--- config.mk ---
export PLATFORM = sky130hd
export DESIGN_NAME = org_ctrl
export DESIGN_NICKNAME = d
export VERILOG_FILES = /design/src/rtl/org_pkg.sv /design/src/rtl/org_ctrl.sv
export VERILOG_INCLUDE_DIRS = /design/src /design/src/rtl
export SDC_FILE = /design/constraint.sdc
export NUM_CORES = 1
export LEC_CHECK = 0
export BUFFER_PORTS_ARGS = -buffer_cell sky130_fd_sc_hd__clkbuf_2
export CAP_MARGIN = 20
export CORE_AREA = 4 4 41 43
export DETAILED_ROUTE_END_ITERATION = 7
export DIE_AREA = 0 0 45 47
export MAX_ROUTING_LAYER = met4
export PLACE_DENSITY = 0.58
export SYNTH_ARGS = -nofsm -noshare
export SYNTH_HDL_FRONTEND = slang
export SYNTH_SLANG_ARGS = --single-unit
--- constraint.sdc ---
create_clock -name clk -period 2.62 [get_ports clk]
set_clock_uncertainty 0.15 [all_clocks]
set_input_delay 0 -clock clk [delete_from_list [all_inputs] [get_ports clk]]
set_output_delay 0 -clock clk [all_outputs]
set_load 0.03 [all_outputs]
--- src/rtl/order_risk_gate_with_positions_macros.svh ---
// ----------------------------------------------------------------------------
// assertion macros for the order risk gate
// checks compile away when SYNTH is defined
// ----------------------------------------------------------------------------
`ifndef ORDER_RISK_GATE_WITH_POSITIONS_MACROS_SVH
`define ORDER_RISK_GATE_WITH_POSITIONS_MACROS_SVH
`ifndef SYNTH
`define ORG_ASSERT(lbl, clk, rst, prop, msg) \
  lbl: assert property (@(posedge clk) disable iff (rst) prop) else $error(msg);
`define ORG_ASSERT_ALWAYS(lbl, clk, prop, msg) \
  lbl: assert property (@(posedge clk) prop) else $error(msg);
`else
`define ORG_ASSERT(lbl, clk, rst, prop, msg)
`define ORG_ASSERT_ALWAYS(lbl, clk, prop, msg)
`endif
`endif

--- src/rtl/org_pkg.sv ---
// ----------------------------------------------------------------------------
// org_pkg
// types, codes and helper functions shared by the order risk gate
// ----------------------------------------------------------------------------
package org_pkg;

  localparam int CFG_W    = 62;
  localparam int IN_DW    = 80;
  localparam int OUT_DW   = 72;

  localparam logic [1:0] CFG_MAX_ORDER_VALUE    = 2'd0;
  localparam logic [1:0] CFG_MAX_ORDER_QUANTITY = 2'd1;
  localparam logic [1:0] CFG_MAX_POSITION_VALUE = 2'd2;

  localparam logic ACT_ORDER = 1'b0;
  localparam logic ACT_FILL  = 1'b1;

  localparam logic [2:0] REASON_NONE     = 3'd0;
  localparam logic [2:0] REASON_BAD      = 3'd1;
  localparam logic [2:0] REASON_VALUE    = 3'd2;
  localparam logic [2:0] REASON_QUANTITY = 3'd3;
  localparam logic [2:0] REASON_POSITION = 3'd4;

  localparam logic [5:0] DIV_LAST_STEP = 6'd63;

  typedef enum logic [3:0] {
    ST_CLEAR,
    ST_IDLE,
    ST_READ,
    ST_LOAD,
    ST_MUL1,
    ST_MUL2,
    ST_EVAL,
    ST_DIV,
    ST_FIN,
    ST_WRITE,
    ST_DONE
  } state_t;

  typedef struct packed {
    logic load_in;
    logic rd;
    logic load_pos;
    logic mul1;
    logic mul2;
    logic eval;
    logic div_step;
    logic fin;
    logic wr;
    logic clr_wr;
    logic out_load;
  } cmd_t;

  typedef struct packed {
    logic need_div;
    logic need_wr;
    logic div_last;
    logic clr_last;
    logic out_free;
  } sts_t;

  function automatic logic [31:0] mag32(input logic signed [31:0] v);
    mag32 = v[31] ? 32'(-v) : 32'(v);
  endfunction

  function automatic logic [32:0] mag33(input logic signed [32:0] v);
    mag33 = v[32] ? 33'(-v) : 33'(v);
  endfunction

  function automatic logic signed [31:0] sat33(input logic signed [32:0] v);
    if (!v[32] && v[31]) begin
      sat33 = 32'sh7FFF_FFFF;
    end else if (v[32] && !v[31]) begin
      sat33 = 32'sh8000_0000;
    end else begin
      sat33 = v[31:0];
    end
  endfunction

endpackage

--- src/rtl/org_ctrl.sv ---
// ----------------------------------------------------------------------------
// org_ctrl
// sequencer for table clearing, order checks and fill updates
// ----------------------------------------------------------------------------
`include "order_risk_gate_with_positions_macros.svh"
module org_ctrl
  import org_pkg::*;
(
  input  logic clk,
  input  logic rst,
  input  logic in_valid,
  output logic in_ready,
  input  sts_t sts,
  output cmd_t cmd
);

  state_t state;
  state_t state_next;
  logic   s_fire;

  assign s_fire = in_valid && in_ready;

  always_ff @(posedge clk) begin
    if (rst) begin
      state <= ST_CLEAR;
    end else begin
      state <= state_next;
    end
  end

  always_comb begin
    state_next = state;
    cmd        = '0;
    in_ready   = 1'b0;
    case (state)
      ST_CLEAR: begin
        cmd.clr_wr = 1'b1;
        if (sts.clr_last) begin
          state_next = ST_IDLE;
        end
      end
      ST_IDLE: begin
        in_ready    = 1'b1;
        cmd.load_in = in_valid;
        if (in_valid) begin
          state_next = ST_READ;
        end
      end
      ST_READ: begin
        cmd.rd     = 1'b1;
        state_next = ST_LOAD;
      end
      ST_LOAD: begin
        cmd.load_pos = 1'b1;
        state_next   = ST_MUL1;
      end
      ST_MUL1: begin
        cmd.mul1   = 1'b1;
        state_next = ST_MUL2;
      end
      ST_MUL2: begin
        cmd.mul2   = 1'b1;
        state_next = ST_EVAL;
      end
      ST_EVAL: begin
        cmd.eval = 1'b1;
        if (sts.need_div) begin
          state_next = ST_DIV;
        end else if (sts.need_wr) begin
          state_next = ST_WRITE;
        end else begin
          state_next = ST_DONE;
        end
      end
      ST_DIV: begin
        cmd.div_step = 1'b1;
        if (sts.div_last) begin
          state_next = ST_FIN;
        end
      end
      ST_FIN: begin
        cmd.fin    = 1'b1;
        state_next = ST_WRITE;
      end
      ST_WRITE: begin
        cmd.wr     = 1'b1;
        state_next = ST_DONE;
      end
      ST_DONE: begin
        if (sts.out_free) begin
          cmd.out_load = 1'b1;
          state_next   = ST_IDLE;
        end
      end
      default: begin
        state_next = ST_IDLE;
      end
    endcase
  end

  `ORG_ASSERT_ALWAYS(a_reset_clears, clk, $past(rst) |-> (state == ST_CLEAR), "reset must start clearing")
  `ORG_ASSERT(a_accept_reads, clk, rst, s_fire |=> (state == ST_READ), "accepted item must read the table")
  `ORG_ASSERT(a_div_only_needed, clk, rst, (state == ST_EVAL && !sts.need_div) |=> (state != ST_DIV), "divider started without need")
  `ORG_ASSERT(a_out_free, clk, rst, cmd.out_load |-> sts.out_free, "result loaded over a pending transfer")

endmodule

==> results of run 1 <==
[metrics by stage]
stage / hold WS (ns) / cell area [um^2]
after floorplan: -0.0811 / 453
after global placement: 0.0743 / 514
after detailed placement: 0.0835 / 514
after CTS: 0.0725 / 547
after global routing: 0.105 / 547
final: 0.0641 / 547
[cell families (layout without fill, tap and decap cells)]
logic type | count (synthesis) | count (layout)
xor+xnor | 1 | 1
mux | 1 | 1
flops | 4 | 4
buf+inv | 10 | 26
simple gates | 31 | 31
compound gates | 15 | 15
[power groups by stage]
stage | logic [mW] | registers (mW) | clock network [mW]
final | 0.169 | 0.107 | 0.0715
after global routing | 0.186 | 0.111 | 0.0799
after CTS | 0.170 | 0.106 | 0.0751
after detailed placement | 0.168 | 0.108 | 0
after global placement | 0.170 | 0.107 | 0
after floorplan | 0.177 | 0.0738 | 0
[worst min-delay path, delay by kind of cell]
family | cells | cell delay (ns)
AOI/OAI and AO/OA | 2 | 0.24
buffers and inverters | 1 | 0.09
and+or+nand+nor | 1 | 0.06
[cell usage after synthesis, drive strengths merged]
cell,instances
nor2,9
buf,7
o21ai,6
dfxtp,4
nand2,4
nor3,4
a21oi,3
and2,3
inv,3
nand2b,3
nor3b,2
nor4,2
nor4b,2
o2111ai,2
a2111oi,1
a22oi,1
a31o,1
and4bb,1
mux2i,1
o22ai,1
or2,1
xor2,1
[timing repair]
item,in CTS,in global routing
endpoints found under the hold margin,4,0
hold buffers,1,0
endpoints found under the setup margin,0,0
[final cells by class]
class	instances	area [um^2]	share of cell area [%]
clock buffers	3	22.5	4.12
inverters	3	11.3	2.06
repair buffers	20	105	19.2
flip-flops and latches	4	80.1	14.6
well taps	15	18.8	3.43
multi-input cells	48	309	56.5
[metal layers]
metal	global-route usage (%)	share of wire [%]
met5	-	0
met4	1.75	0
met1	15.4	46
met2	18.4	49
met3	2.30	4.9
[worst max-delay path by stage]
stage,to,slack (ns),start
floorplan,cmd[0],0.81,state[2]$_SDFFE_PP0P_
global placement,state[0]$_SDFFE_PP0P_,0.93,state[2]$_SDFFE_PP0P_
detailed placement,state[0]$_SDFFE_PP0P_,0.89,state[2]$_SDFFE_PP0P_
CTS,state[0]$_SDFFE_PP0P_,0.88,state[2]$_SDFFE_PP0P_
global route,state[0]$_SDFFE_PP0P_,0.70,state[2]$_SDFFE_PP0P_
finish,state[0]$_SDFFE_PP0P_,0.89,state[2]$_SDFFE_PP0P_
==> results_dict.tcl, run 1 <==
set metrics [dict create \
    status "finished clean" \
    root_buffer "clkbuf_4" \
    synth_fa_ha_area_share_pct 0 \
    syn_area_um2 453 \
    die_x_um 45 \
    synth_top_area_share_pct 17.7 \
    drive_above_1_share_pct 33.3 \
    grt_setup_unrepaired "no" \
    rrSetupSlack_ns 0.89 \
    io-pin-count 20 \
    num_antenna_cells 0 \
    synthMuxAreaShare_pct 2.21 \
    yosys.cell_types.count 28 \
    post-route-period-util_pct 66.1 \
    clockBufferDepth 2 \
    start_kind "flop" \
    crit_fanout 19 \
    core-area_um2 1300 \
    yosys.area.top_type "dfxtp_1" \
    cts_made_buffers 3 \
    initial_core_util_pct 34.8 \
    grt_pass1_wl_um 1770 \
    nNetsFinal 88 \
    whs_path_depth 4 \
    synthSimpleGateAreaFrac_pct 42.0 \
    grtUsageTotal_pct 11.6 \
    path_clk_slew_ns 0.03 \
    reg2reg_from "state[2]$_SDFFE_PP0P_" \
    synth_compound_area_share_pct 22.1 \
    rr_worst_depth 4 \
    nFillCells 158 \
    final_cell_mix "clkbuf_2, nor2_1, nand2_1, nor3_1, dfxtp_1" \
    p_leak_nw 0.240 \
    syn-num-nets 70 \
    grt_pass1_vias 402 \
    overflow 0 \
    wl_per_cell_um 11.3 \
    core.rowCount 13 \
    largest_registers "state (4)" \
    cpPeakStageDelay_ns 0.69 \
    power_density_nw_per_um2 634 \
    portBuffers 19 \
    drtPass1Iterations 4 \
    clock_sinks 4 \
    final-setup-viol-count 0 \
    hp-start "sts[2]" \
    synth_top_family_by_area "simple AND/OR/NAND/NOR gates" \
    crit_type "reg -> reg" \
    cp_top_family "flip-flops" \
    hp-class "in -> reg" \
    die_h_um 47 \
    htreeDepth 1 \
    power_frac_comb_pct 48.6 \
    hold_viol 0 \
    timing.slew.headroom_pct 59.8 \
    worst_slew_pin_slew_ns 0.602 \
    maxClockFrequency_mhz 578 \
    dr_total_vias 488 \
    antenna_found_initial 0 \
    post-route-util_pct 42.0 \
    clkLatencyLatePin_ns 0.22 \
    dp_cells 89 \
    dp_hpwl_um 869 \
    synth.top_cells.by_area "dfxtp_1, nor2_1, nor4b_4, buf_6, nor3_1" \
    switchingPower_mw 0.159 \
    synth-seq-cells 4 \
    critical_path_depth 4 \
    regMostFlops "state" \
    p_int_mw 0.188 \
    ctsResizeCount 0 \
    irDropWorstVdd_uv 284 \
    slew_violations 0 \
    sw_frac_of_total_pct 45.8 \
    grt_max_degree 20 \
    die_area_um2 2120 \
    drc_errors 0 \
    dpl_worst_slack_ns 0.887 \
    min_to "state[2]$_SDFFE_PP0P_" \
    final.min_clock_period_ns 1.73 \
    design_power_total_mw 0.347 \
    fin_setup_tns_ns 0 \
    drtIter0Drc 8 \
    synth_warnings 0 \
    critPathCaptureType "flop" \
    postCtsSetupRepairBufs 0 \
    instances_no_fill 93 \
    syn_area_per_cell_um2 7.31 \
    drv_cap 0 \
    r2r-end "state[0]$_SDFFE_PP0P_" \
    via_per_inst 5.25 \
    syn_inst 62 \
    layout_commonest_cell "clkbuf_2" \
    cp.arrival_ns 1.70 \
    largest_reg_flops 4 \
    yosysSeqAreaShare_pct 17.7 \
    setup_ws_ns 0.889 \
    cts_tree "done" \
    antenna_left 0 \
    synth_xor_area_share_pct 1.93 \
    cp.buffers_inverters 0 \
    p_seq_share_pct 30.7 \
    gp_congestion 0.819 \
    wl_um 1050 \
    clockPowerShare_pct 20.6 \
    slowest_stage "dfxtp_1" \
    cp_cell_sequence "and4bb_1 -> o21ai_1 -> and2_4 -> a2111oi_2" \
    layout-area-overhead-vs-synth_pct 20.7 \
    worstPathRequired_ns 2.59 \
]
Note: power is estimated with default switching activity, not from simulation.
==> run 2, diff against run 1 <==
Settings changed: ABC_AREA set to 1, PLACE_DENSITY 0.58 to 0.57.
Clock period 2.62 ns to 1.5 ns, I/O delays scaled along.
==> results_dict.tcl, run 2 <==
set metrics [dict create \
    status "finished clean" \
    grt_pass1_wl_um 1860 \
    num_antenna_cells 0 \
    io-pin-count 20 \
    synthFlopType "dfxtp_1" \
    wl_um 1160 \
    htreeDepth 1 \
    design_power_total_mw 0.883 \
    largest_registers "state (4)" \
    grt_use_met3_pct 2.30 \
    cts_tree "done" \
    cp.buffers_inverters 3 \
    met1_usage_pct 16.0 \
    r2r-end "state[0]$_SDFFE_PP0P_" \
    drv_cap 0 \
    postCtsSetupRepairBufs 0 \
    syn_area_um2 413 \
    drtIter0Drc 17 \
    drc_errors 0 \
    rrSetupSlack_ns 0.18 \
    rr_worst_depth 8 \
    path_clk_slew_ns 0.04 \
    wl_per_cell_um 9.98 \
    yosys.area.top_type "nand2_1" \
    holdWs_ns 0.0344 \
    antenna_left 0 \
    drive_above_1_share_pct 36.6 \
    die_h_um 47 \
    grt_setup_unrepaired "yes" \
    syn-num-nets 85 \
    worstPathRequired_ns 1.35 \
    slowest_stage "dfxtp_2" \
    critPathCaptureType "output pin" \
    crit_type "reg -> out" \
    synth_top_area_share_pct 21.8 \
    cpPeakStageDelay_ns 0.36 \
    overflow 0 \
    power_density_nw_per_um2 1470 \
    cp_top_family "flip-flops" \
    dr_total_vias 524 \
    cp.arrival_ns 1.23 \
    drtPass1Iterations 4 \
    yosysSeqAreaShare_pct 19.4 \
    grt_pass1_vias 442 \
    start_kind "flop" \
    layout_commonest_cell "nand2_1" \
    clockPowerShare_pct 14.5 \
    yosys.cell_types.count 17 \
    crit_fanout 5 \
    post-route-util_pct 46.1 \
    finish.instance_area_um2 599 \
    gp_congestion 0.838 \
    power_frac_comb_pct 63.3 \
    initial_core_util_pct 31.7 \
    synth_enable_flop_cells 0 \
    antenna_found_initial 0 \
    yosysMostFrequentCell "nand2_1" \
    slew_violations 0 \
    synth_warnings 0 \
    maxClockFrequency_mhz 727 \
    synthArstFlopShare_pct 0 \
    core-area_um2 1300 \
    regMostFlops "state" \
    final_cell_mix "nand2_1, inv_1, clkbuf_2" \
    p_leak_nw 0.361 \
    clock_sinks 4 \
    clockBufferDepth 2 \
    post-route-period-util_pct 91.7 \
    cts_made_buffers 3 \
    hp-start "sts[2]" \
    synth-seq-cells 4 \
    core.rowCount 13 \
    syn_area_per_cell_um2 5.36 \
    irDropWorstVdd_uv 1040 \
    timing.slew.headroom_pct 84.4 \
    root_buffer "clkbuf_4" \
    layout-area-overhead-vs-synth_pct 45.2 \
    gr-max-usage-layer "met2" \
    hp-class "in -> reg" \
    grtUsageMet2_pct 19.2 \
    whs_path_depth 6 \
    dp_hpwl_um 975 \
    synth.top_cells.by_area "nand2_1, dfxtp_1, inv_1, nor2_1, nor2_4" \
    final.min_clock_period_ns 1.38 \
    nNetsFinal 111 \
    cp_cell_sequence "inv_1 -> nor2_2 -> inv_1 -> nor3_1 -> buf_4" \
    die_x_um 45 \
    switchingPower_mw 0.475 \
    syn_inst 77 \
    grt_max_degree 9 \
    critPathMostFrequentCell "inv_1" \
    largest_reg_flops 4 \
    clkLatencyLatePin_ns 0.23 \
    synth_common_cells "nand2_1, inv_1, nor2_1" \
    reg2reg_from "state[3]$_SDFFE_PP0P_" \
    p_seq_share_pct 22.2 \
    hold_viol 0 \
    final-setup-viol-count 0 \
    sw_frac_of_total_pct 53.8 \
    die_area_um2 2120 \
    min_to "state[2]$_SDFFE_PP0P_" \
    portBuffers 19 \
    p_int_mw 0.408 \
    via_per_inst 4.52 \
    grtUsageTotal_pct 12.5 \
    placed_area_um2 534 \
    worst_slew_pin_slew_ns 0.232 \
]
[run 2: cell count changes in the layout (fill, tap and decap cells not counted), sizes merged, moves of 3 or more]
cell,previous run,this run
nand2,4,24
inv,3,18
nand3,0,5
and2,3,0
nand2b,3,0
nand4,0,3
nor2,9,12
nor3,4,1
o21ai,6,3
[run 2: worst max-delay path by stage]
stage          cells past startpoint               endpoint                  start
2_1_floorplan                      4                 cmd[2]  state[1]$_SDFFE_PP0P_
3_3_place_gp                       7  state[0]$_SDFFE_PP0P_  state[2]$_SDFFE_PP0P_
3_5_place_dp                       7  state[0]$_SDFFE_PP0P_  state[2]$_SDFFE_PP0P_
4_1_cts                            5                 cmd[7]  state[2]$_SDFFE_PP0P_
5_1_grt                            5                cmd[10]  state[0]$_SDFFE_PP0P_
6_report                           5                 cmd[2]  state[0]$_SDFFE_PP0P_
[run 2: power by group through the flow]
stage / clock (mW) / sequential [mW] / combinational (mW)
2_1_floorplan: 0 / 0.160 / 0.442
3_3_place_gp: 0 / 0.184 / 0.552
3_5_place_dp: 0 / 0.187 / 0.544
4_1_cts: 0.138 / 0.187 / 0.558
5_1_grt: 0.144 / 0.203 / 0.615
6_report: 0.128 / 0.196 / 0.559
[run 2: cells by family after synthesis]
group | Yosys count | synth area share, %
simple gates | 49 | 57.0
flops | 4 | 19.4
buf+inv | 19 | 17.6
compound gates | 5 | 6.06
[run 2: area by class of cell]
cell class	count	area (um^2)
Fill cell	145	702
Clock buffer	3	22.5
Timing Repair Buffer	22	128
Sequential cell	4	85.1
Tap cell	15	18.8
Inverter	18	67.6
Multi-Input combinational cell	54	278
[run 2: metrics by stage]
step / setup TNS, ns / std cells / setup slack, ns
2_1_floorplan: 0 / 77 / 0.0200
3_3_place_gp: 0 / 110 / 0.0305
3_5_place_dp: 0 / 110 / 0.0710
4_1_cts: 0 / 116 / 0.0124
5_1_grt: -0.00793 / 116 / -0.00793
6_report: 0 / 116 / 0.125
[run 2: timing repair]
item / CTS / global route
gates cloned: 0 / 0
gates resized for setup: 3 / 6
hold buffers: 3 / 0
endpoints found under the setup margin: 2 / 13
hold endpoints to repair: 4 / 0
[run 2: tightest hold or removal path: stages]
cell and delay (ns):
clkbuf_2 0.08, inv_1 0.04, nand3_2 0.07, nand4_1 0.09, nand2_1 0.07, inv_1 0.03
[run 2: per-layer routing]
layer  vias up  part of all wire, %
met3         0                  5.9
met2        11                   48
li1        288                    -
met5         -                    0
met1       225                   46
met4         0                    0
